==> config.mk <==
export PLATFORM = sky130hd
export DESIGN_NAME = ifba_ram
export DESIGN_NICKNAME = d
export VERILOG_FILES = /design/src/rtl/core/ifba_ram.sv
export SDC_FILE = /design/constraint.sdc
export NUM_CORES = 1
export LEC_CHECK = 0
export ABC_AREA = 1
export BUFFER_PORTS_ARGS = -buffer_cell sky130_fd_sc_hd__buf_2
export CAP_MARGIN = 20
export CORE_MARGIN = 2
export CORE_UTILIZATION = 25
export CTS_CLUSTER_SIZE = 28
export DETAILED_ROUTE_END_ITERATION = 8
export GPL_ROUTABILITY_DRIVEN = 0
export MAX_ROUTING_LAYER = met4
export PLACE_DENSITY = 0.39
export REMOVE_ABC_BUFFERS = 1
export SYNTH_ARGS = -nofsm -noshare
export SYNTH_HDL_FRONTEND = slang
export SYNTH_SLANG_ARGS = --single-unit
==> constraint.sdc <==
create_clock -name clk -period 1.2 [get_ports clk]
set_clock_uncertainty 0.15 [all_clocks]
set_input_delay 0.24 -clock clk [delete_from_list [all_inputs] [get_ports clk]]
set_output_delay 0.24 -clock clk [all_outputs]
set_load 0.02 [all_outputs]
==> src/rtl/core/ifba_ram.sv <==
// Generic single-port-write, single-read RAM with registered read.
`default_nettype none
module ifba_ram #(
    parameter int Width = 8,
    parameter int Depth = 16
) (
    input  wire logic                     clk,
    input  wire logic                     we,
    input  wire logic [$clog2(Depth)-1:0] waddr,
    input  wire logic [Width-1:0]         wdata,
    input  wire logic [$clog2(Depth)-1:0] raddr,
    output logic      [Width-1:0]         rdata
);
    logic [Width-1:0] mem [Depth];
    always_ff @(posedge clk)
    begin
        if (we)
        begin
            mem[waddr] <= wdata;
        end
        rdata <= mem[raddr];
    end
endmodule
`default_nettype wire

**Word-level counts from Yosys, hierarchy flattened**

Memory sizes are Yosys's and may differ from the RTL's. A register that Yosys moved wholly into a read port is not among the register bits.
Index checks and enable logic that the tools add are counted.
W data, S select, Z words.

- Bits in registers: 0
- Latch bits: 0
- Bits in writable memories: 128
- Bits in read-only memories: 0
- Input bits: 18
- Memories: 1

Memory list:

| memory | depth | width | read ports | clocked after memory_dff | wr ports | RTL line | source |
|---|---|---|---|---|---|---|---|
| mem | 16 | 8 | 1 | 1 | 1 | 14 | `logic [Width-1:0] mem [Depth];` |

- $add $sub $neg: 0
- $mul: 0
- Divide/modulo/power cells: 0
- Order comparisons: 0
- Equal/unequal tests: 0
- Shift-type cells: 0
- Multiplexer cells: 2
- Bitwise logic cells: 0
- Reductions and logical operators: 0

Operators with widths:

| kind | count |
|---|---|
| $mux W1 | 2 |

**Logic depth before layout (Yosys ltp)**

- Word-level depth: 2
- Gate-level depth with buffers: 8

**Least setup slack after synthesis**

Ideal clock, no wire load.

- Kind: input port to flip-flop
- Start: input port waddr[2]
- End: memory mem[10][0] (enable)
- Arrival: 0.821 ns
- Required time: 0.680 ns
- Slack: -0.141 ns
- Cell stages on the path: 2
- Buffers on the path: 0
- Cells stage by stage: nand3b_1 > nor2_1

RTL lines:

| element | RTL line | source |
|---|---|---|
| start, declared | 9 | `input wire logic [$clog2(Depth)-1:0] waddr,` |
| end, declared | 14 |  |

Straight into the memory's write port.

**Final worst setup path**

- Start: register rdata[4], read port of mem
- End: output port rdata[4]

RTL lines:

| element | RTL line | source |
|---|---|---|
| start, declared | 12 | `output logic [Width-1:0] rdata` |

No word-level cell between the ends.

==> qor.yml <==
timing:
  worst_slack_ns: -0.09630
  timing.hold.ws_ns: 0.09712
  slew_headroom_pct: 73.30
  worst_pin_slew_ns: 0.4005
  final-setup-viol-count: 8
  min_period_over_period_pct: 108.0
  maxSlewViolCount: 0
  max_freq_ghz: 0.7714
  hold_violations: 0
  rsz0062_at_grt: "true"
  setup_tns_ns: -0.4852
  period_needed_ns: 1.296
worst_setup_path:
  arrival_ns: 0.91
  crit_type: "register to primary output"
  cp_slowest_stage_delay_ns: 0.36
  crit_slowest_cell: "dfxtp_4"
  path_buf_inv: 1
  worst_setup_path_start_kind: "register"
  crit_end: "rdata[4]"
  crit_chain: "buf_6"
  end_kind: "primary output"
  reg2reg_depth: 6
  cp_max_fo: 1
  r2r_setup_slack_ns: 0.10
  cp.depth: 1
  crit_start: "rdata[4]"
  r2r_start: "mem[7][6]"
  cp.required_ns: 0.81
  rr_endpoint: "rdata[6]"
  crit_family: "flip-flops"
clock_tree:
  numCtsBuffers: 17
  cts_buffer_depth: 2
  cts_hold_buf: 0
  path_clk_slew_ns: 0.06
  root_buffer: "clkbuf_16"
  cts_max_level: 4
  clkSinkCount: 136
  cts_tree: "built"
  worstSkewPairLatency_ns: 0.42
  post-cts-setup-buffers: 0
die:
  ioPinCount: 26
  initial_core_util_pct: 25.47
  rows: 55
  die_h_um: 155.9
  core_area_um2: 22640
  design.die.area_um2: 24300
  die_x_um: 155.9
grt:
  antenna_found_initial: 0
  grt_pass1_wl_mm: 22.15
  grt_usage_pct: 12.93
  grt_max_degree: 57
  grt_pass1_vias: 3761
  gr-total-overflow: 0
layout:
  layout.nets: 621
  area_delta_synth_final_pct: 22.13
  final_layout_size_suffix_gt1_share_pct: 16.07
  instances_no_fill: 901
  final_common_cell: "nand2_1"
  final_area_um2: 7043
  layout_common_cells: "nand2_1, edfxtp_1, inv_1"
  diodes: 0
synthesis:
  netlist_area_um2: 5767
  synth.yosys.seq_area_share_pct: 69.43
  avgSynthCellArea_um2: 10.47
  synth_cell_types: 12
  ys_seq_elements: 136
  synthCells: 551
  ys_warn_count: 0
hold_path:
  hp-class: "input pin to register"
routing:
  routed_wl_mm: 14.16
  first_pass_iters: 5
  postRouteAntennaNets: 0
  vias: 3752
  drc: 0
  viasPerCell: 4.164
  drtIter0Drc: 287
  wl_per_cell_um: 15.71
placement:
  placed_cells: 869
  io_buffers: 25
  dpl.hpwl_mm: 9.201
  dpl_cell_area_um2: 6435
pwr:
  power_density_nw_per_um2: 1531
  leakagePower_uw: 0.002989
  vdd.ir_drop.worst_v: 0.0008874
  power_uw: 10790
run_status:
  violations: "setup timing"
  outcome: "finished, violations left"
job:
  max-cap-violations: 0
## layout make-up
| type | count | area (um2) |
|---|---|---|
| well taps | 285 | 356.6 |
| repair buffers | 57 | 528.0 |
| clock buffers | 18 | 429.2 |
| fillers | 2257 | 15600 |
| flip-flops and latches | 136 | 4019 |
| clock inverters | 14 | 103.9 |
| inverters | 102 | 382.9 |
| multi-input cells | 289 | 1224 |
## routing by layer
metal  track usage (%)  wire, um  vias up
met5                 -         0        -
met1             16.50      6659     1798
met3             3.389       544       12
met4             3.976       174        0
li1                  -         -     1875
met2             20.25      6779       67
## power breakdown
part / switching [uW] / internal, uW / leakage (uW)
clock network: 2000 / 2640 / 0.000246
logic: 499 / 281 / 0.00152
registers: 45.4 / 5320 / 0.00122
## sequential cells by signal (all words and copies together), names as in the netlist
register  cells
mem         128
rdata         8
## cell usage after synthesis
master	n	share of area, %
nand2_1	173	11
edfxtp_1	128	67
inv_1	100	6.5
nand3_1	97	8.4
nor2_1	17	1.1
buf_2	13	1.1
dfxtp_1	8	2.8
buf_6	6	1.2
buf_4	4	0.52
inv_2	2	0.13
nand3b_1	2	0.26
buf_1	1	0.065
## worst min-delay path by stage
stage	startpoint	to	slack [ns]	cells after the start
2_1_floorplan	wdata[0]	mem[0][0]	0.19	0
3_3_place_gp	mem[6][2]	rdata[2]	0.51	6
3_5_place_dp	mem[6][2]	rdata[2]	0.50	6
4_1_cts	wdata[0]	mem[5][0]	0.09	1
5_1_grt	wdata[0]	mem[5][0]	0.1	1
6_report	wdata[0]	mem[5][0]	0.1	1
## kinds of logic after synthesis
| logic type | share of synthesized area (%) |
|---|---|
| buffers and inverters | 9.525 |
| DFF | 69.43 |
| and+or+nand+nor | 21.05 |
## stage by stage
step	utilization, %	setup WS [ns]
after floorplan	-	-0.1705
after global placement	28.42	-0.2769
after detailed placement	28.42	-0.3043
after CTS	31.06	-0.1174
after global routing	31.11	-0.1255
final	31.11	-0.09630
## repair_timing
action | 4_1_cts | 5_1_grt
endpoints found under the setup margin | 8 | 10
gates cloned | 0 | 0
pin swaps | 0 | 0
gates resized for setup | 26 | 2
(Power assumes the default switching activity.)
